[config.mk]
export PLATFORM = sky130hd
export DESIGN_NAME = pnga_mul
export DESIGN_NICKNAME = d
export VERILOG_FILES = /design/src/rtl/core/pnga_pkg.sv /design/src/rtl/core/pnga_mul.sv
export SDC_FILE = /design/constraint.sdc
export NUM_CORES = 2
export LEC_CHECK = 0
export BUFFER_PORTS_ARGS = -buffer_cell sky130_fd_sc_hd__buf_2
export CORE_ASPECT_RATIO = 0.75
export CORE_MARGIN = 1.5
export CORE_UTILIZATION = 50
export CTS_BUF_LIST = sky130_fd_sc_hd__clkbuf_8
export DETAILED_ROUTE_END_ITERATION = 7
export PLACE_DENSITY = 0.72
export SLEW_MARGIN = 30
export SYNTH_ARGS = -nofsm -noshare
export SYNTH_HDL_FRONTEND = slang
export SYNTH_SLANG_ARGS = --single-unit
[constraint.sdc]
create_clock -name clk -period 9.7 [get_ports clk]
set_clock_uncertainty 0.2 [all_clocks]
set_input_delay 1.94 -clock clk [delete_from_list [all_inputs] [get_ports clk]]
set_output_delay 1.94 -clock clk [all_outputs]
set_load 0.03 [all_outputs]
[src/rtl/core/pnga_pkg.sv]
`default_nettype none
package pnga_pkg;

  localparam int MaxStats = 6;
  localparam int HessBase = 1 + MaxStats;
  localparam int AccDepth = 1 + MaxStats + MaxStats * MaxStats;
  localparam int AddrW = 6;
  localparam int IdxW = 3;
  localparam int MulW = 34;
  localparam int EtaW = 34;
  localparam int TaylorTerms = 20;
  localparam int DivBits = 4;
  localparam int DivCycles = 64 / DivBits;
  localparam int DivCntW = 4;

  localparam logic [63:0] Ln2Q56 = 64'h00B17217F7D1CF7A;
  localparam logic [63:0] OneQ60 = 64'h1000000000000000;
  localparam logic signed [EtaW-1:0] EtaHigh = 34'sd35651584;
  localparam logic signed [EtaW-1:0] EtaLow = -34'sd25165824;

  localparam logic [1:0] ActAcc = 2'd0;
  localparam logic [1:0] ActRead = 2'd1;
  localparam logic [1:0] ActClear = 2'd2;

  localparam logic [1:0] KindNll = 2'd0;
  localparam logic [1:0] KindGrad = 2'd1;
  localparam logic [1:0] KindHess = 2'd2;

  typedef struct packed {
    logic             clear;
    logic             rd_en;
    logic [AddrW-1:0] rd_addr;
    logic             wr_en;
    logic [AddrW-1:0] wr_addr;
  } acc_req_t;

  function automatic logic signed [MulW-1:0] sx16(input logic [15:0] v);
    sx16 = {{(MulW-16){v[15]}}, v};
  endfunction

  function automatic logic signed [63:0] sat_add(input logic signed [63:0] a,
                                                 input logic signed [63:0] b);
    logic signed [64:0] s;
    s = {a[63], a} + {b[63], b};
    if (s[64] != s[63]) begin
      sat_add = s[64] ? {1'b1, 63'd0} : {1'b0, {63{1'b1}}};
    end else begin
      sat_add = s[63:0];
    end
  endfunction

endpackage
`default_nettype wire

[src/rtl/core/pnga_mul.sv]
`default_nettype none
module pnga_mul (
  input  wire logic                                clk,
  input  wire logic signed [pnga_pkg::MulW-1:0]    a,
  input  wire logic signed [pnga_pkg::MulW-1:0]    b,
  output logic signed      [2*pnga_pkg::MulW-1:0]  p
);

  always_ff @(posedge clk) begin
    p <= a * b;
  end

endmodule
`default_nettype wire

Word level (Yosys, flattened, before mapping):

Index checks and enable logic that the tools add are counted.

* bits in registers: 68
* word-level logic and storage cells: 2
* output and inout bits: 68
* input port bits: 69

* multipliers: 1

Operator list (number)
* multiplier 34 x 34 -> 68 bit: 1

Depth between registers and ports, before layout:

* word-level depth: 1
* mapped depth: 31
* depth with buffers taken out: 29

Least setup slack after synthesis:

Ideal clock, no wire load.

* kind: input-to-reg
* start point: in a[33] (netlist bit)
* end point: reg p[65] (netlist bit)
* cell stages on the path: 24
* data required time: 9.428 ns
* data arrival time: 9.358 ns
* library setup time: 0.072 ns
* path buffers: 2
* path slack: 0.070 ns
* cells stage by stage: clkbuf_1 > nand2_1 > inv_1 > fa_1 > fa_1 > fa_1 > fa_1 > inv_1 > fa_1 > fa_1 > fa_1 > fa_1 > inv_1 > ha_1 > clkdlybuf4s50_2 > nand3_1 > or2_2 > nor2_1 > a221oi_1 > o21ai_0 > a31oi_2 > nor2_2 > o41ai_2 > xnor2_1

* word-level cells in the longest chain between the ends: 1

Ends and longest elaborated chain
* start: declaration: RTL line pnga_mul.sv:4 `input wire logic signed [pnga_pkg::MulW-1:0] a,`
* multiplier 34 x 34 -> 68 bit: RTL line pnga_mul.sv:10 `p <= a * b;`
* end signal: assignment: RTL line pnga_mul.sv:10
* end: declaration: RTL line pnga_mul.sv:6 `output logic signed [2*pnga_pkg::MulW-1:0] p`

Every way passes these cells.

Worst setup path in the final report:

* start point: in a[14] (netlist bit)
* end point: reg p[66] (netlist bit)

The elaborated chain is that of the path after synthesis.

==> flow_summary.yaml <==
final_layout:
  final_cells: 5853
  syn_to_final_growth_pct: 8.25
  drive_gt1_share_pct: 9.09
  top_regs: "p: 68 flops"
  largest_register_ffs: 68
  nets: 6231
  largest_register: "p"
floorplan:
  num_rows: 92
  die_y_um: 257
  dieArea_mm2: 0.0878
  io_pins: 137
  core-area_mm2: 0.0846
  initial_core_util_pct: 50.9
  fp.dieW_um: 342
clock_network:
  numClockSinks: 68
  cts.repair.resized: 0
  cts_buffers: 9
  htree_levels: 3
  cts_tree: "yes"
  clockRootBuffer: "clkbuf_8"
  cts_max_path_buffers: 2
  postCtsHoldBufs: 0
  clkTransAtPathRegs_ps: 130
  post_cts_buffers: 0
synth:
  ys_seq_area_share_pct: 3.16
  syn_nets: 6068
  syn_inst: 4554
  synth_top_area_share_pct: 57.7
  avgSynthCellArea_um2: 9.45
  synth_edf_count: 0
  syn_area_mm2: 0.0430
  synthFlopType: "dfxtp_1"
  ys_warn_count: 0
  synth_area_leaders: "fa_1 (58%), inv_1 (11%), and2_1 (9.0%), ha_1 (5.9%), nand2_1 (4.7%)"
  synthArstFlopShare_pct: 0
  synth_cell_types: 69
  synth_area_leader_cell: "fa_1"
  yosys_register_bits: 68
route:
  drt_iter0_drc: 2790
  wl_um: 118000
  dr.pass1.iters: 5
  drcViolationCount: 0
  ant_nets: 0
  wire_per_inst_um: 20.2
  via_per_inst: 5.21
  via_count: 30474
critical_path:
  cp_max_fo: 15
  critical_path_class: "input port to flip-flop"
  critPathArrivalTime_ps: 9630
  startpoint: "a[14]"
  end_kind: "flip-flop"
  cp.required_ps: 9860
  startpoint_type: "input port"
  endpoint: "p[66]$_DFF_P_"
place:
  dp_hpwl_um: 106000
  io_buffers: 136
  routabilityCongestion: 0.943
  place_inst: 5834
global_routing:
  grt_pass1_wl_um: 194000
  grt_usage_pct: 29.1
  use_met2_pct: 36.6
  grtUsageMet1_pct: 47.1
  grt_antenna_before_repair: 12
  grt_pass1_vias: 32825
  grt_util_met3_pct: 11.8
  grt_max_degree: 33
  overflow: 0
  grt-busiest-layer: "met1"
timing:
  slew_viol_final: 0
  finalCritPeriodShare_pct: 97.7
  worst_pin_slew_ps: 644
  hold_viol: 0
  fmax_mhz: 106
  setup_viol: 0
  relSlewSlack_pct: 56.8
  min_period_ps: 9480
  rsz0062_at_grt: "false"
outcome:
  status: "complete, no violations"
worst_hold_path:
  hp-class: "input port to flip-flop"
flow_run:
  maxCapViolCount: 0
==> worst min path at each step <==
stage                        startpoint            to  slack [ps]  cells after the start
after floorplan                    a[0]  p[0]$_DFF_P_        1870                      1
after global placement    p[19]$_DFF_P_         p[19]        2180                      1
after detailed placement  p[21]$_DFF_P_         p[21]        2170                      1
after CTS                          b[0]  p[0]$_DFF_P_        1840                      3
after global routing               b[0]  p[0]$_DFF_P_        1880                      3
final                              b[0]  p[0]$_DFF_P_        1890                      3
==> cell families after synthesis <==
| group | share of synthesized area (%) |
|---|---|
| xor gates and xnor gates | 1.61 |
| DFF | 3.16 |
| AOI/OAI and AO/OA | 3.35 |
| buffers and inverters | 12.8 |
| adders and majority gates | 63.7 |
| and+or+nand+nor | 15.4 |
==> final cells by class <==
| class | count | area (um^2) |
|---|---|---|
| Clock inverter | 6 | 95.1 |
| Fill cell | 7382 | 38000 |
| Inverter | 1232 | 4620 |
| Antenna cell | 3 | 7.51 |
| Tap cell | 1128 | 1410 |
| Multi-Input combinational cell | 3026 | 36100 |
| Clock buffer | 10 | 138 |
| Timing Repair Buffer | 380 | 2800 |
| Sequential cell | 68 | 1360 |
==> metrics by stage <==
stage | area (um^2) | util (%) | TNS [ps] | hold WS, ps | setup slack, ps
2_1_floorplan | 43000 | - | 0 | 1870 | 69.9
3_3_place_gp | 46300 | 54.8 | -617 | 2180 | -292
3_5_place_dp | 46300 | 54.8 | -539 | 2170 | -261
4_1_cts | 46600 | 55.0 | 0 | 1840 | 131
5_1_grt | 46600 | 55.0 | 0 | 1880 | 11.3
6_report | 46600 | 55.1 | 0 | 1890 | 223
==> cells in the mapped netlist (3+ instances only) <==
| library cell | number |
|---|---|
| nor2_1 | 54 |
| or2_2 | 4 |
| a211oi_1 | 6 |
| o41ai_1 | 3 |
| o21a_1 | 4 |
| nand3_1 | 11 |
| nand2b_1 | 20 |
| and3_2 | 3 |
| ha_1 | 204 |
| buf_4 | 4 |
| o211ai_1 | 3 |
| o41ai_2 | 3 |
| o21bai_1 | 12 |
| a21oi_1 | 61 |
| and3_1 | 5 |
| and2_1 | 621 |
| xnor2_1 | 56 |
| a31oi_1 | 7 |
| nand2_1 | 542 |
| clkbuf_1 | 214 |
| o21ai_0 | 31 |
| o21ai_1 | 7 |
| inv_1 | 1231 |
| nand4_1 | 11 |
| a221oi_1 | 3 |
| fa_1 | 1241 |
| xor2_1 | 23 |
| nor2b_1 | 9 |
| a21o_1 | 37 |
| nor3_1 | 5 |
| dfxtp_1 | 68 |
==> cell usage in the layout, fill, tap and decap left out, types with 6 or more instances in the layout <==
master,n
fa_1,1241
inv_1,1230
and2_1,621
nand2_1,542
buf_4,222
ha_1,204
buf_2,132
dfxtp_1,68
a21oi_1,61
xnor2_1,56
nor2_1,54
a21o_1,37
o21ai_0,31
xor2_1,23
buf_12,22
nand2b_1,20
o21bai_1,12
nand4_1,11
nand3_1,11
clkbuf_8,10
nor2b_1,9
o21ai_1,7
a31oi_1,7
a211oi_1,6
==> routing by layer <==
metal / part of all wire, % / up-vias / wire (um)
met2: 37 / 1662 / 44300
li1: - / 13109 / -
met1: 46 / 15610 / 54300
met5: 0.058 / - / 69
met3: 15 / 81 / 18300
met4: 1.0 / 12 / 1230
==> worst max-delay path, cell delays in order <==
cell and delay (ps):
buf_2 360, buf_4 290, nand2_1 110, fa_1 550, inv_1 60, fa_1 590
fa_1 470, fa_1 620, fa_1 550, fa_1 430, fa_1 530, inv_1 50
fa_1 480, inv_1 40, ha_1 280, a21o_1 190, a21o_1 180, a21oi_1 190
o21ai_0 150, a221oi_1 430, o41ai_1 150, buf_4 160, a31oi_4 270, o31ai_4 140
a221oi_2 270, xnor2_1 140
Power is left out: the tool's default activity adds up to more than one toggle a clock period on the data nets, which glitch-free logic cannot reach.
