File: config.mk
export PLATFORM = sky130hd
export DESIGN_NAME = pnga_acc
export DESIGN_NICKNAME = d
export VERILOG_FILES = /design/src/rtl/core/pnga_pkg.sv /design/src/rtl/core/pnga_acc.sv
export SDC_FILE = /design/constraint.sdc
export NUM_CORES = 2
export LEC_CHECK = 0
export BUFFER_PORTS_ARGS = -buffer_cell sky130_fd_sc_hd__buf_2
export CAP_MARGIN = 25
export CORE_MARGIN = 4
export CORE_UTILIZATION = 35
export DETAILED_ROUTE_END_ITERATION = 10
export HOLD_SLACK_MARGIN = 0.1
export PLACE_DENSITY_LB_ADDON = 0.05
export SYNTH_ARGS = -nofsm -noshare
export SYNTH_HDL_FRONTEND = slang
export SYNTH_SLANG_ARGS = --single-unit
File: constraint.sdc
create_clock -name clk -period 12.46 [get_ports clk]
set_input_delay 0.623 -clock clk [delete_from_list [all_inputs] [get_ports clk]]
set_output_delay 0.623 -clock clk [all_outputs]
set_load 0.02 [all_outputs]
File: src/rtl/core/pnga_pkg.sv
`default_nettype none
package pnga_pkg;

  localparam int MaxStats = 6;
  localparam int HessBase = 1 + MaxStats;
  localparam int AccDepth = 1 + MaxStats + MaxStats * MaxStats;
  localparam int AddrW = 6;
  localparam int IdxW = 3;
  localparam int MulW = 34;
  localparam int EtaW = 34;
  localparam int TaylorTerms = 20;
  localparam int DivBits = 4;
  localparam int DivCycles = 64 / DivBits;
  localparam int DivCntW = 4;

  localparam logic [63:0] Ln2Q56 = 64'h00B17217F7D1CF7A;
  localparam logic [63:0] OneQ60 = 64'h1000000000000000;
  localparam logic signed [EtaW-1:0] EtaHigh = 34'sd35651584;
  localparam logic signed [EtaW-1:0] EtaLow = -34'sd25165824;

  localparam logic [1:0] ActAcc = 2'd0;
  localparam logic [1:0] ActRead = 2'd1;
  localparam logic [1:0] ActClear = 2'd2;

  localparam logic [1:0] KindNll = 2'd0;
  localparam logic [1:0] KindGrad = 2'd1;
  localparam logic [1:0] KindHess = 2'd2;

  typedef struct packed {
    logic             clear;
    logic             rd_en;
    logic [AddrW-1:0] rd_addr;
    logic             wr_en;
    logic [AddrW-1:0] wr_addr;
  } acc_req_t;

  function automatic logic signed [MulW-1:0] sx16(input logic [15:0] v);
    sx16 = {{(MulW-16){v[15]}}, v};
  endfunction

  function automatic logic signed [63:0] sat_add(input logic signed [63:0] a,
                                                 input logic signed [63:0] b);
    logic signed [64:0] s;
    s = {a[63], a} + {b[63], b};
    if (s[64] != s[63]) begin
      sat_add = s[64] ? {1'b1, 63'd0} : {1'b0, {63{1'b1}}};
    end else begin
      sat_add = s[63:0];
    end
  endfunction

endpackage
`default_nettype wire

File: src/rtl/core/pnga_acc.sv
`default_nettype none
module pnga_acc (
  input  wire logic                     clk,
  input  wire logic                     rst,
  input  wire pnga_pkg::acc_req_t       req,
  input  wire logic signed [63:0]       wr_data,
  output logic signed [63:0]            rd_data
);

  logic [63:0] mem [pnga_pkg::AccDepth];
  logic [pnga_pkg::AccDepth-1:0] vld;
  logic [63:0] mem_q;
  logic hit;

  // an entry never written since reset or clear reads as zero
  always_ff @(posedge clk) begin
    if (rst) begin
      vld <= '0;
    end else if (req.clear) begin
      vld <= '0;
    end else if (req.wr_en) begin
      vld[req.wr_addr] <= 1'b1;
    end
  end

  always_ff @(posedge clk) begin
    if (req.wr_en) begin
      mem[req.wr_addr] <= wr_data;
    end
    if (req.rd_en) begin
      mem_q <= mem[req.rd_addr];
      hit <= vld[req.rd_addr];
    end
  end

  assign rd_data = hit ? $signed(mem_q) : 64'sd0;

endmodule
`default_nettype wire

# Word level (Yosys, flattened, before mapping)

Memory sizes are Yosys's and may differ from the RTL's. A register that Yosys moved wholly into a read port is not among the register bits.
Index checks and enable logic that the tools add are counted.

Bits in writable memories: 2,752
Register bits after elaboration: 44
Word-level logic and storage cells: 16
Memories: 1
Input port bits: 81
Output and inout bits: 64

Muxes and demuxes: 7
Bitwise logic cells: 1
$lt $le $gt $ge: 3
Reduce and logical (&&, ||, !) cells: 2

Memories:

| name | words | bits a word | read ports | clocked after memory_dff | write ports | line           | RTL |
|---|---|---|---|---|---|---|---|
| mem  | 43    | 64          | 1          | 1                        | 1           | pnga_acc.sv:10 | `logic [63:0] mem [pnga_pkg::AccDepth];` |

Operators with widths:

| kind               | number |
|---|---|
| $mux 64            | 1 |
| $or 43x43->43      | 1 |
| $lt 6x7->1 const B | 2 |
| $bmux 1 s6         | 1 |
| $demux 1 s6        | 1 |
| $ge 6x1->1 const B | 1 |
| $mux 1             | 4 |
| $reduce_or 2->1    | 1 |
| $logic_and 1x1->1  | 1 |

# Logic depth before layout (Yosys ltp)

Depth in word-level cells: 5
Depth in mapped cells: 10
Mapped depth without buffers: 5

# Worst setup path before layout

No wires, ideal clock.

Path kind: input -> register
From: in req[4] (netlist bit)
To: mem mem[14][0] (enable)
Arrival: 5,729 ps
Buffers on the path: 1
Library setup time: 567 ps
Cell stages on the path: 3
Required time: 11,893 ps
Setup slack: 6,165 ps
Path through: or3b_2 clkbuf_1 nor3_1

RTL lines:

| item        | line           | RTL |
|---|---|---|
| from (decl) | pnga_acc.sv:5  | `input wire pnga_pkg::acc_req_t req,` |
| to (decl)   | pnga_acc.sv:10 |  |

Straight into the memory's write port.

==> results.txt <==
Crit Path Max Fanout: 91
Switch Pwr: 4.61 mW
Post-placement cell count: 9502
Maximum vdd drop: 0.102 mV
Maximum capacitance violations: 0
Multiplexer area fraction after synthesis: 0.144
Mapped Cells: 5360
Net count of the mapped netlist: 5441
End point of the most critical hold path: vld[8]$_SDFFE_PP0P_
Required time worst endpoint: 13.06 ns
Run status: complete, no violations
Starting Density: 0.352
Clock-pin slew reported for the worst setup and hold paths after clock tree synthesis: 0.06 ns
Yosys reg bits: 2860
Post-layout util: 0.404
Clk sinks: 2860
Sequential-to-total area share from yosys stat: 0.776
Antenna Violating Nets Remaining: 0
Min-delay worst type: in2reg
Total setup buffers inserted after CTS: 0
Area fraction in compound gates after synthesis: 0.0433
Area growth syn-to-layout: 14.8%
Share of post-route cells with drive strength above 1: 0.235
Part of the power in combinational logic: 0.047
Routability-driven placement congestion ratio: 0.705
Cell count of the worst hold path: 4
Cell row count: 205
Buf+Inv Stages, Crit Path: 4
First-pass GRT wire length: 485000 um
Category of the worst setup path capture point: flip-flop
Warnings, synthesis: 0
Maximum buffer depth of the clock tree: 4
Leakage component of the power: 40.5 nW
Proportion of power drawn by the clock network: 0.442
I/O pin count: 145
Via count: 55.6k
Number of cells traversed by the worst register-to-register path: 4
Combinational family with the most area after synthesis: multiplexers
Half-perimeter wire length after placement: 180000 um
Number of vias per cell after detailed routing: 5.50
WL per Instance: 35.2 um
TritonCTS clock tree: done
Most used DFF post-synth: edfxtp_1
Final routed wirelength across all metal layers: 356000 um
Overall overflow remaining after global route: 0
Post-synthesis instance area: 110000 um2
Max Clock Freq: 222 MHz
Maximum clock skew at final layout: 0.0482 ns
Slowest stage delay, CP: 1.18 ns
Antenna violations before repair: 32
Hold Buf Count CTS: 0
First-pass DRT Iterations: 5
Pwr/cell area: 165 nW/um2
Max-slew violation count: 0
Post-route fraction of the period consumed by the critical path: 0.361
Fraction of power spent switching nets: 0.220
Most numerous cell on the critical path: buf_12
Simple-Gate Fraction of Synth Area: 0.0197
Unrepaired setup endpoints after global routing: false
Register-to-Register Setup Slack: 9.82 ns
Avg Inst Size Synth: 20.5 um2
Vert. Die Dim: 569 um
Setup CP Type: in2reg
Number of input and output port buffers inserted: 144
TNS Setup: 0 ns
Critical path startpoint category: input pin
GRT Overall Usage: 0.217
Core ar.: 313000 um2
Arithmetic-cell share of the synthesized area counting full adders, half adders and majority gates: 0
First DRT Iteration DRCs: 5460
Resized cells post-CTS: 0
Distinct cell type count after synthesis: 49
Worst-case hold slack: 0.231 ns
Clock buffers created by TritonCTS: 323
Cell internal pwr: 16.3 mW
DIE WIDTH: 569 um
Largest net degree at the start of global routing: 105
Clock period minus worst slack: 4.50 ns
Critical path data arrival time: 5.10 ns
Maximum level of the CTS H-tree: 5
R2R Path Start: mem[7][42]$_DFFE_PP_
Async set-or-reset flop fraction in the synthesized netlist: 0
Worst rel slew slack: 0.109
Synthesized-area fraction occupied by xor and xnor cells: 0
Final standard cell count with taps included and fillers excluded: 10.1k
Relative contribution of sequential cells to total power: 0.511
Transition time at the pin with the least slew margin: 1.33 ns
Post-detailed-route DRC marker count: 0
Standard cell with the maximum stage delay on the critical path: a2111oi_1
Family of cells with the greatest summed delay on the critical path: buffers and inverters
Number of failing setup endpoints in the final timing report: 0
Vias in the first global route: 56.7k
Clk root buf: clkbuf_16
Net count reported at finish: 5768
FF-to-FF End: mem_q[42]$_DFFE_PP_
Hold violation total from the final report: 0
Cell Chain, Critical Path: buf_12 -> buf_12 -> buf_12 -> buf_4 -> mux2i_1 -> o22ai_1 -> a2111oi_1 -> o31ai_1
Startpoint of the worst hold path: rst
Die Footprint: 324000 um2
Clk_lat worst skew: 0.93 ns
Number of flops mapped to enable cells by yosys: 2817
==> per-layer routing <==
layer,track usage,vias up,routed length (um)
met5,0,-,65
met4,0.0589,10,9970
met3,0.0262,494,15200
met2,0.365,1428,175000
met1,0.297,30700,155000
li1,-,22900,-
==> layout by cell type (no fill, tap or decap), types with 8 or more instances in the layout <==
cell       instances
and3_1            30
bufinv_16         23
nand3_1           23
o31ai_1           38
dfxtp_1           43
o211ai_1          68
o21a_1            43
a31oi_1           16
clkinv_1          78
a22oi_1           69
buf_4            148
o21ai_0          107
edfxtp_1        2817
o221ai_1          27
nor4_1            19
nor2_1            22
inv_6              8
buf_2            137
mux4_2           429
mux2i_1          456
clkbuf_1          64
a22o_1            34
o22ai_1           88
a311oi_1          19
nor3_2            16
clkbuf_16        329
nor2_4            32
buf_12            26
mux2_2           143
clkinv_2          63
a211oi_1          50
a21oi_1          113
a32oi_1           10
nand2b_1           8
diode_2           10
and2_1           102
a2111oi_1         19
nand2_1          171
==> sequential cells by signal, indices dropped and copies added, names as in the netlist <==
register	flops
mem_q	64
vld	43
hit	1
mem	2752
==> cell type report <==
cell class	instances	area [um2]
fill	27900	186000
clock buffer	393	8470
sequential	2860	85500
clock inverter	189	1680
tap	4140	5180
multi-input combinational	2178	23200
antenna	10	25.0
inverter	4	20.0
timing repair buffer	320	2460
==> cells by family after synthesis <==
kind of cell,count (synthesis)
AOI/OAI and AO/OA,704
buffers and inverters,322
DFF,2860
muxes,1030
and+or+nand+nor,444
==> metrics by stage <==
| step | cell area [um2] | power [mW] | worst slack [ns] |
|---|---|---|---|
| 4_1_cts | 126000 | 21.2 | 7.95 |
| 5_1_grt | 126000 | 21.6 | 7.75 |
| 2_1_floorplan | 110000 | 11.4 | 6.16 |
| 3_5_place_dp | 116000 | 11.9 | 6.92 |
| 6_report | 126000 | 20.9 | 7.96 |
| 3_3_place_gp | 116000 | 11.9 | 6.97 |
==> cells in the mapped netlist, drive strengths merged, types with 19 or more instances <==
library cell	number	share of area
a2111oi	19	0.0017
a211oi	50	0.0034
a21oi	113	0.0051
a22o	34	0.0027
a22oi	69	0.0047
a311oi	19	0.0015
and2	104	0.0059
and3	30	0.0017
buf	182	0.012
clkbuf	136	0.0046
dfxtp	43	0.0078
edfxtp	2817	0.77
mux2	145	0.015
mux2i	456	0.041
mux4	429	0.088
nand2	172	0.0059
nand3	24	0.0011
nor2	55	0.0019
nor4	19	0.0011
o211ai	68	0.0046
o21a	43	0.0029
o21ai	108	0.0049
o221ai	27	0.0021
o22ai	88	0.0050
o31ai	38	0.0026
==> worst max path at each step <==
stage	endpoint	slack [ns]	cells after the start	from
2_1_floorplan	mem[14][0]$_DFFE_PP_	6.16	3	req[4]
3_3_place_gp	mem_q[44]$_DFFE_PP_	6.97	8	req[7]
3_5_place_dp	mem_q[44]$_DFFE_PP_	6.92	8	req[7]
4_1_cts	mem_q[44]$_DFFE_PP_	7.95	8	req[7]
5_1_grt	mem_q[44]$_DFFE_PP_	7.75	8	req[7]
6_report	mem_q[42]$_DFFE_PP_	7.96	8	req[7]
==> power by group through the flow <==
stage / Clock, mW / Combinational, mW / Sequential, mW
3_3_place_gp: 0 / 0.994 / 10.9
3_5_place_dp: 0 / 1.00 / 10.9
2_1_floorplan: 0 / 0.556 / 10.9
5_1_grt: 9.88 / 1.05 / 10.7
6_report: 9.25 / 0.982 / 10.7
4_1_cts: 9.47 / 1.01 / 10.7
==> worst register-to-register path, cell delays in order (launching register included) <==
cell and delay, ns:
edfxtp_1 0.37, mux4_2 0.50, a22o_1 0.25, a2111oi_1 1.10
o31ai_1 0.13
Note: power is estimated with default switching activity, not from simulation.
