### config.mk
export PLATFORM = sky130hd
export DESIGN_NAME = pnga_div
export DESIGN_NICKNAME = d
export VERILOG_FILES = /design/src/rtl/core/pnga_pkg.sv /design/src/rtl/core/pnga_div.sv
export SDC_FILE = /design/constraint.sdc
export NUM_CORES = 1
export LEC_CHECK = 0
export ABC_AREA = 0
export CELL_PAD_IN_SITES_DETAIL_PLACEMENT = 1
export CELL_PAD_IN_SITES_GLOBAL_PLACEMENT = 1
export CORE_MARGIN = 4
export CORE_UTILIZATION = 45
export CTS_BUF_LIST = sky130_fd_sc_hd__clkbuf_16
export DETAILED_ROUTE_END_ITERATION = 10
export DONT_BUFFER_PORTS = 1
export PLACE_DENSITY = 0.72
export SLEW_MARGIN = 30
export SYNTH_ARGS = -nofsm -noshare
export SYNTH_HDL_FRONTEND = slang
export SYNTH_SLANG_ARGS = --single-unit
### constraint.sdc
create_clock -name clk -period 7.54 [get_ports clk]
set_clock_uncertainty 0.1 [all_clocks]
set_input_delay 0.377 -clock clk [delete_from_list [all_inputs] [get_ports clk]]
set_output_delay 0.377 -clock clk [all_outputs]
set_load 0.01 [all_outputs]
### src/rtl/core/pnga_pkg.sv
`default_nettype none
package pnga_pkg;

  localparam int MaxStats = 6;
  localparam int HessBase = 1 + MaxStats;
  localparam int AccDepth = 1 + MaxStats + MaxStats * MaxStats;
  localparam int AddrW = 6;
  localparam int IdxW = 3;
  localparam int MulW = 34;
  localparam int EtaW = 34;
  localparam int TaylorTerms = 20;
  localparam int DivBits = 4;
  localparam int DivCycles = 64 / DivBits;
  localparam int DivCntW = 4;

  localparam logic [63:0] Ln2Q56 = 64'h00B17217F7D1CF7A;
  localparam logic [63:0] OneQ60 = 64'h1000000000000000;
  localparam logic signed [EtaW-1:0] EtaHigh = 34'sd35651584;
  localparam logic signed [EtaW-1:0] EtaLow = -34'sd25165824;

  localparam logic [1:0] ActAcc = 2'd0;
  localparam logic [1:0] ActRead = 2'd1;
  localparam logic [1:0] ActClear = 2'd2;

  localparam logic [1:0] KindNll = 2'd0;
  localparam logic [1:0] KindGrad = 2'd1;
  localparam logic [1:0] KindHess = 2'd2;

  typedef struct packed {
    logic             clear;
    logic             rd_en;
    logic [AddrW-1:0] rd_addr;
    logic             wr_en;
    logic [AddrW-1:0] wr_addr;
  } acc_req_t;

  function automatic logic signed [MulW-1:0] sx16(input logic [15:0] v);
    sx16 = {{(MulW-16){v[15]}}, v};
  endfunction

  function automatic logic signed [63:0] sat_add(input logic signed [63:0] a,
                                                 input logic signed [63:0] b);
    logic signed [64:0] s;
    s = {a[63], a} + {b[63], b};
    if (s[64] != s[63]) begin
      sat_add = s[64] ? {1'b1, 63'd0} : {1'b0, {63{1'b1}}};
    end else begin
      sat_add = s[63:0];
    end
  endfunction

endpackage
`default_nettype wire

### src/rtl/core/pnga_div.sv
`default_nettype none
module pnga_div (
  input  wire logic        clk,
  input  wire logic        rst,
  input  wire logic        start,
  input  wire logic [63:0] dividend,
  input  wire logic [4:0]  divisor,
  output logic             done,
  output logic [63:0]      quotient
);

  logic [63:0] dd, dd_next;
  logic [4:0] rem, rem_next;
  logic [pnga_pkg::DivCntW-1:0] cnt;
  logic busy;

  // restoring division, DivBits quotient bits per cycle
  always_comb begin
    logic [5:0] r6;
    dd_next = dd;
    rem_next = rem;
    for (int b = 0; b < pnga_pkg::DivBits; b++) begin
      r6 = {rem_next, dd_next[63]};
      dd_next = {dd_next[62:0], 1'b0};
      if (r6 >= {1'b0, divisor}) begin
        rem_next = 5'(r6 - {1'b0, divisor});
        dd_next[0] = 1'b1;
      end else begin
        rem_next = r6[4:0];
      end
    end
  end

  always_ff @(posedge clk) begin
    if (rst) begin
      busy <= 1'b0;
      done <= 1'b0;
      cnt <= '0;
    end else begin
      done <= 1'b0;
      if (start) begin
        busy <= 1'b1;
        cnt <= '0;
      end else if (busy) begin
        cnt <= cnt + 1'b1;
        if (cnt == pnga_pkg::DivCntW'(pnga_pkg::DivCycles - 1)) begin
          busy <= 1'b0;
          done <= 1'b1;
        end
      end
    end
  end

  always_ff @(posedge clk) begin
    if (start) begin
      dd <= dividend;
      rem <= '0;
    end else if (busy) begin
      dd <= dd_next;
      rem <= rem_next;
    end
  end

  assign quotient = dd;

endmodule
`default_nettype wire

# Yosys cells after proc, flatten, opt, wreduce, memory -nomap -nowiden
# Cells that the tools add are included.
[totals]
latchBits = 0
elab_cells = 33
out_inout_bits = 65
ram_bits = 0
mem_count = 0
mem_bits_ro = 0
input_bits = 72
reg_bits = 75
[op_classes]
bitwise_logic = 1
n_mux = 14
n_eq_ne = 1
shifts = 0
addsub = 5
n_lt_le_gt_ge = 4
n_reduce_logical = 3
mul = 0
div_mod_pow = 0
[ops]
columns = ["operator", "count"]
rows = [
  ["two-way mux 64 bit", 2],
  [">= comparator 6 x 5 -> 1 bit", 4],
  ["two-way mux 5 bit", 4],
  ["subtractor 5 bit", 4],
  ["two-way mux 1 bit", 8],
  ["adder 4 x 1 -> 4 bit (second input constant)", 1],
  ["equality test 4 bit (second input constant)", 1],
  ["OR reduction 3 bit", 1],
  ["nonzero test 2 bit", 1],
  ["OR reduction 2 bit", 1],
  ["inverter 1 bit", 1],
]

# Logic depth before layout (Yosys ltp)
# Gate-level depths: netlist (run 1).
[depth]
word_depth = 10
depth_mapped = 32
depth_no_buf = 31

# Least setup slack after synthesis (run 1)
# Ideal clock, no wire load.
[synth_path]
kind = "register -> register"
from = "register dd[63] (netlist: quotient[63])"
to = "register rem[3]"
n_path_buf = 1
setup_ns = 0.140
path_stages_with_launch = 31
required_ns = 7.300
synth_period_minus_slack_ns = 7.181
setup_slack_ns = 0.359
t_arrival_ns = 6.941
cell_sequence = "edfxtp_1 inv_1 ha_1 inv_1 fa_1 a21oi_2 o22ai_2 or3_1 buf_6 mux2_2 ha_1 a41o_1 o22a_1 a211oi_4 mux2_2 fa_1 nand2b_1 o2bb2ai_1 a21oi_1 a211oi_1 mux2i_2 mux2i_1 fa_1 a21o_1 a21o_1 a21o_1 a21oi_1 o41ai_1 a221oi_4 mux2i_1 a211oi_1"
[synth_between]
elab_chain_len = 8
word_cells_on_any_way = 12
classes_between = "add/sub: 4; order compare: 4; mux: 4"
[synth_rtl]
columns = ["element", "line", "source"]
rows = [
  ["start, declared", "pnga_div.sv:12", "logic [63:0] dd, dd_next;"],
  ["start signal, assigned", "pnga_div.sv:56", "dd <= dividend;"],
  ["start signal, assigned", "pnga_div.sv:59", "dd <= dd_next;"],
  ["subtractor 5 bit / >= comparator 6 x 5 -> 1 bit (equally long branches)", "pnga_div.sv:26, pnga_div.sv:25", ""],
  ["two-way mux 5 bit *", "pnga_div.sv:25", "if (r6 >= {1'b0, divisor}) begin"],
  ["subtractor 5 bit / >= comparator 6 x 5 -> 1 bit (equally long branches)", "pnga_div.sv:26, pnga_div.sv:25", ""],
  ["two-way mux 5 bit *", "pnga_div.sv:25", ""],
  ["subtractor 5 bit / >= comparator 6 x 5 -> 1 bit (equally long branches)", "pnga_div.sv:26, pnga_div.sv:25", ""],
  ["two-way mux 5 bit *", "pnga_div.sv:25", ""],
  ["subtractor 5 bit / >= comparator 6 x 5 -> 1 bit (equally long branches)", "pnga_div.sv:26, pnga_div.sv:25", ""],
  ["two-way mux 5 bit *", "pnga_div.sv:25", ""],
  ["end signal, assigned", "pnga_div.sv:60", "rem <= rem_next;"],
  ["end, declared", "pnga_div.sv:13", "logic [4:0] rem, rem_next;"],
]
# Mark *: on every way between the ends. The rest lies on a longest branch, timed or not.
# A chain may end at the register's enable or synchronous reset.

# Worst setup path after layout (run 1)
[layout_path]
from = "register dd[63] (netlist: quotient[63])"
to = "register rem[0]"
[layout_between]
elab_chain_len = 8
word_cells_on_any_way = 11
classes_between = "add/sub: 3; order compare: 4; mux: 4"
[layout_rtl]
columns = ["element", "line"]
rows = [
  ["subtractor 5 bit / >= comparator 6 x 5 -> 1 bit (equally long branches)", "pnga_div.sv:26, pnga_div.sv:25"],
  ["two-way mux 5 bit *", "pnga_div.sv:25"],
  ["subtractor 5 bit / >= comparator 6 x 5 -> 1 bit (equally long branches)", "pnga_div.sv:26, pnga_div.sv:25"],
  ["two-way mux 5 bit *", "pnga_div.sv:25"],
  ["subtractor 5 bit / >= comparator 6 x 5 -> 1 bit (equally long branches)", "pnga_div.sv:26, pnga_div.sv:25"],
  ["two-way mux 5 bit *", "pnga_div.sv:25"],
  [">= comparator 6 x 5 -> 1 bit *", "pnga_div.sv:25"],
  ["two-way mux 5 bit *", "pnga_div.sv:25"],
]
# Marks and branches as above.

==> results_dict.tcl, run 1 <==
set metrics [dict create \
    coreArea_um2 8810 \
    setup_viol 0 \
    die_area_um2 10700 \
    synthCells 302 \
    gp_congestion 0.801 \
    r2r_setup_slack_ns 0.36 \
    syn_to_final_growth_pct 12.9 \
    reg2reg_depth 31 \
    grt_pass1_wl_mm 14.5 \
    tightest_slew_ns 0.747 \
    hold_end "busy" \
    cts_tree "done" \
    wirelength_mm 8.98 \
    cp-start-kind "flip-flop" \
    syn-num-nets 399 \
    cp_slowest_stage_delay_ns 0.45 \
    num_io_pins 137 \
    grt_start_max_net_pins 75 \
    crit_path_max_fanout 9 \
    synth.area.top_cells "edfxtp_1 47%, mux2_2 19%, ha_1 6.4%" \
    synth_area_per_cell_um2 13.6 \
    start_util_pct 46.7 \
    cp.arrival_ns 7.31 \
    clock_latency_ns 0.32 \
    synthFlopType "edfxtp_1" \
    hold_viol 0 \
    via_count 2430 \
    synth_area_um2 4110 \
    drive_above_1_share_pct 34.4 \
    fin_crit_sh_pct 95.2 \
    drtPass1Iterations 4 \
    hold_ws_ns 0.0219 \
    diodes 0 \
    drt_iter0_markers 80 \
    yosysUniqueCellTypes 43 \
    viasPerCell 5.72 \
    cts_max_path_buffers 2 \
    powerDensity_nw_per_um2 575 \
    leakage_nw 1.77 \
    routedWlPerCell_um 21.1 \
    cts_max_level 3 \
    slowest_stage "fa_1" \
    status "finished clean" \
    cts_root_buffer "clkbuf_16" \
    dp.cells 404 \
    finalSetupTns_ns 0 \
    drtAntennaViolNets 0 \
    instances_no_fill 425 \
    cap_violations 0 \
    worstReg2RegStart "quotient[63]" \
    fillers 885 \
    portBuffers 0 \
    yosysMostFrequentCell "mux2_2" \
    drv_slew 0 \
    async_flop_share_pct 0 \
    antenna_found_initial 1 \
    synth_edf_count 64 \
    grt_usage_pct 16.7 \
    fin_util_pct 52.7 \
    row_count 34 \
    hold_depth 1 \
    ctsHoldBuffers 0 \
    hp-start "rst" \
    critical_path_class "flip-flop to flip-flop" \
    yosysTopAreaCellShare_pct 46.7 \
    endpoint_kind "flip-flop" \
    relSlewSlack_pct 50.2 \
    clkTransAtPathRegs_ns 0.06 \
    cp_data_required_time_ns 7.67 \
    final.min_clock_period_ns 7.18 \
    ir_drop_mv 0.377 \
    drc 0 \
    ys_seq_elements 75 \
    hp-class "primary input to flip-flop" \
    grt_overflow 0 \
    chipWidth_um 104 \
    yosysWarnings 0 \
    numCtsBuffers 9 \
    ys_top_cells_by_count "68 x mux2_2, 64 x edfxtp_1, 21 x ha_1" \
    synth-seq-area-share_pct 52.1 \
    fmax_mhz 139 \
    grt_pass1_vias 2677 \
    r2r-end "rem[0]" \
    dp_hpwl_mm 6.79 \
    fin_nets 409 \
    chipHeight_um 104 \
    yosysTopAreaCell "edfxtp_1" \
    cts_num_sinks 75 \
]
-- worst max path at each step --
stage / start / cells past startpoint / end
floorplan: quotient[63] / 30 / rem[3]
global placement: quotient[63] / 29 / rem[3]
detailed placement: quotient[63] / 30 / rem[4]
CTS: quotient[63] / 31 / rem[0]
global route: quotient[63] / 31 / rem[0]
finish: quotient[63] / 31 / rem[0]
-- state kept, by name, summed over array words and instances (netlist names) --
| signal | count |
|---|---|
| busy | 1 |
| cnt | 4 |
| done | 1 |
| quotient | 64 |
| rem | 5 |
-- logic make-up after synthesis --
logic type	Yosys count	synth area share (%)
compound gates	37	7.39
flops	75	52.1
buf+inv	28	2.74
simple gates	45	5.38
xor+xnor	15	3.19
fa+ha+maj	25	8.33
mux	77	20.9
-- metrics by stage --
stage / total power, mW / area, um^2 / setup slack [ns]
floorplan: 1.67 / 4110 / 0.359
global placement: 1.94 / 4230 / 0.285
detailed placement: 1.97 / 4230 / -0.0873
CTS: 2.56 / 4580 / 0.0247
global route: 2.88 / 4640 / -0.0520
finish: 2.67 / 4640 / 0.358
-- layer usage --
metal	vias to the layer above	part of all wire [%]	routed length (um)	global-route usage, %
met2	92	49	4430	27.3
met1	1181	42	3790	20.7
li1	1151	-	-	-
met5	-	0.21	19	0
met3	4	8.0	719	7.40
met4	2	0.23	21	3.13
-- layout make-up --
cell class	instances	area [um^2]	area share [%]
Tap cell	108	135	2.91
Multi-Input combinational cell	199	1900	40.9
Clock inverter	7	92.6	1.99
Clock buffer	9	225	4.85
Inverter	18	67.6	1.45
Timing Repair Buffer	9	80.1	1.72
Sequential cell	75	2140	46.1
-- repair_timing --
| item | 4_1_cts | 5_1_grt |
|---|---|---|
| setup endpoints to repair | 6 | 6 |
| buffers inserted | 1 | 4 |
| pin swaps | 0 | 1 |
| resized for setup | 1 | 8 |
| endpoints found under the hold margin | 0 | 0 |
-- layout by cell type (no fill, tap or decap), types with 5 or more instances in the layout --
| cell | Yosys | layout |
|---|---|---|
| ha_1 | 21 | 21 |
| xnor2_1 | 10 | 10 |
| inv_1 | 18 | 18 |
| xor2_1 | 5 | 5 |
| a21o_1 | 7 | 7 |
| clkbuf_16 | 0 | 9 |
| nand2b_1 | 5 | 5 |
| dfxtp_1 | 11 | 11 |
| buf_4 | 0 | 8 |
| mux2_2 | 68 | 68 |
| edfxtp_1 | 64 | 64 |
| nand2_1 | 10 | 10 |
| mux2i_1 | 8 | 7 |
| a21oi_1 | 10 | 8 |
| nor2_1 | 14 | 14 |
-- critical path: cells and delay by family, from the launching register on --
| family | cells | cell delay, ns |
|---|---|---|
| AO/OA/AOI/OAI | 14 | 2.46 |
| adder cells (fa/ha/maj) | 5 | 1.71 |
| multiplexers | 4 | 1.33 |
| AND/OR/NAND/NOR | 5 | 0.71 |
| flip-flops | 1 | 0.44 |
| buffers and inverters | 3 | 0.32 |
-- power by group --
group | switching (mW) | internal [mW]
registers | 0.0725 | 0.535
clock network | 0.158 | 0.288
logic | 0.773 | 0.843
No activity file was read; power rests on OpenSTA's default activity.
==> inputs of run 2 (changes only) <==
--- a/config.mk
+++ b/config.mk
@@ -6,14 +6,15 @@
 export NUM_CORES = 1
 export LEC_CHECK = 0
 export ABC_AREA = 0
-export CELL_PAD_IN_SITES_DETAIL_PLACEMENT = 1
-export CELL_PAD_IN_SITES_GLOBAL_PLACEMENT = 1
+export CELL_PAD_IN_SITES_DETAIL_PLACEMENT = 0
+export CELL_PAD_IN_SITES_GLOBAL_PLACEMENT = 2
 export CORE_MARGIN = 4
-export CORE_UTILIZATION = 45
+export CORE_UTILIZATION = 37
 export CTS_BUF_LIST = sky130_fd_sc_hd__clkbuf_16
 export DETAILED_ROUTE_END_ITERATION = 10
 export DONT_BUFFER_PORTS = 1
 export PLACE_DENSITY = 0.72
+export RECOVER_POWER = 25
 export SLEW_MARGIN = 30
 export SYNTH_ARGS = -nofsm -noshare
 export SYNTH_HDL_FRONTEND = slang
==> results_dict.tcl, run 2 (synthesis gave the netlist of run 1 again) <==
set metrics [dict create \
    tightest_slew_ns 0.643 \
    drtPass1Iterations 4 \
    critical_path_class "flip-flop to flip-flop" \
    chipWidth_um 113 \
    worstReg2RegStart "quotient[63]" \
    crit_path_start "quotient[63]" \
    coreArea_um2 10800 \
    diodes 0 \
    drc 0 \
    powerDensity_nw_per_um2 528 \
    antenna_found_initial 1 \
    final_common_cell "mux2_2" \
    critPathCapture "rem[4]" \
    cts_num_sinks 75 \
    power.total_mw 2.43 \
    largest_reg_flops 64 \
    hold_viol 0 \
    cts_root_buffer "clkbuf_16" \
    slowest_stage "edfxtp_1" \
    row_count 38 \
    cp.arrival_ns 7.16 \
    final.min_clock_period_ns 7.08 \
    start_util_pct 38.0 \
    final_cell_mix "68 x mux2_2, 64 x edfxtp_1, 20 x ha_1" \
    fillers 1033 \
    viasPerCell 5.28 \
    gp_congestion 0.811 \
    r2r-end "rem[4]" \
    seq_area_um2 2140 \
    clock_latency_ns 0.33 \
    cts_max_level 3 \
    final_area_um2 4590 \
    grt_start_max_net_pins 75 \
    chipHeight_um 113 \
    syn_to_final_growth_pct 11.6 \
    fmax_mhz 141 \
    cp_data_required_time_ns 7.62 \
    grt_overflow 0 \
    via_count 2398 \
    grt_usage_pct 14.1 \
    relSlewSlack_pct 57.1 \
    numCtsBuffers 9 \
    leakage_nw 1.73 \
    endpoint_kind "flip-flop" \
    multi_input_area_um2 1900 \
    drv_slew 0 \
    hp-class "primary input to flip-flop" \
    wirelength_mm 9.03 \
    ctsHoldBuffers 0 \
    cp_slowest_stage_delay_ns 0.45 \
    dp_hpwl_mm 6.83 \
    cap_violations 0 \
    grt_pass1_wl_mm 14.1 \
    portBuffers 0 \
    status "finished clean" \
    ir_drop_mv 0.349 \
    cts_max_path_buffers 2 \
    drt_iter0_markers 102 \
    r2r_setup_slack_ns 0.46 \
    num_io_pins 137 \
    dpl_cell_area_um2 4270 \
    die_area_um2 12900 \
    fin_crit_sh_pct 93.9 \
    drive_above_1_share_pct 32.8 \
    drtAntennaViolNets 0 \
    clkTransAtPathRegs_ns 0.06 \
    routedWlPerCell_um 19.9 \
    reg2reg_depth 33 \
    crit_path_max_fanout 8 \
    cp-start-kind "flip-flop" \
    fin_nets 406 \
    cts_tree "done" \
    grt_pass1_vias 2611 \
    setup_viol 0 \
]
==> run 2: how the worst min path moves through the flow <==
stage / slack, ns / cells after the start / start / end
floorplan: 0.34 / 2 / cnt[3] / done
global placement: 0.35 / 1 / rst / busy
detailed placement: 0.35 / 1 / rst / busy
CTS: 0.009 / 1 / rst / busy
global route: 0.009 / 1 / rst / busy
finish: 0.02 / 1 / rst / busy
==> run 2: cell type report <==
| class | count | area share (%) |
|---|---|---|
| Clock buffer | 9 | 4.90 |
| Clock inverter | 7 | 0.790 |
| Inverter | 18 | 1.47 |
| Multi-Input combinational cell | 199 | 41.3 |
| Sequential cell | 75 | 46.6 |
| Tap cell | 140 | 3.81 |
| Timing Repair Buffer | 6 | 1.06 |
==> run 2: worst max-delay path: cells and delay by family, from the launching register on <==
kind                       cells  cell delay [ns]
adders and majority gates      5             1.57
AOI/OAI and AO/OA             16             2.34
muxes                          4             1.19
and+or+nand+nor                4             0.77
DFF                            1             0.45
buffers and inverters          4             0.53
==> run 2: metrics by stage <==
stage          worst slack [ns]  hold WS (ns)  cells  utilization, %   TNS, ns
2_1_floorplan             0.359         0.339    302               -         0
3_3_place_gp              0.327         0.351    436            39.4         0
3_5_place_dp              0.180         0.355    436            39.4         0
4_1_cts                   0.121       0.00914    452            41.8         0
5_1_grt                -0.00712       0.00901    454            42.4  -0.00712
6_report                  0.461        0.0228    454            42.4         0
==> run 2: per-layer routing <==
layer,track usage [%],up-vias,wire length [um]
met3,6.21,13,769
met2,21.8,92,4250
li1,-,1143,-
met1,18.1,1148,3870
met5,0,-,13
met4,3.85,2,125
==> run 2: what timing repair did <==
| action | in CTS | in global routing |
|---|---|---|
| gates resized for setup | 0 | 10 |
| endpoints found under the setup margin | 0 | 6 |
| buffers inserted | 0 | 2 |
==> run 2: where the power goes <==
| group | switching [mW] | internal (mW) | leakage (nW) | total (mW) |
|---|---|---|---|---|
| sequential | 0.0750 | 0.535 | 0.733 | 0.610 |
| clock | 0.154 | 0.218 | 0.129 | 0.372 |
| combinational | 0.721 | 0.724 | 0.865 | 1.45 |
| total | 0.951 | 1.48 | 1.73 | 2.43 |
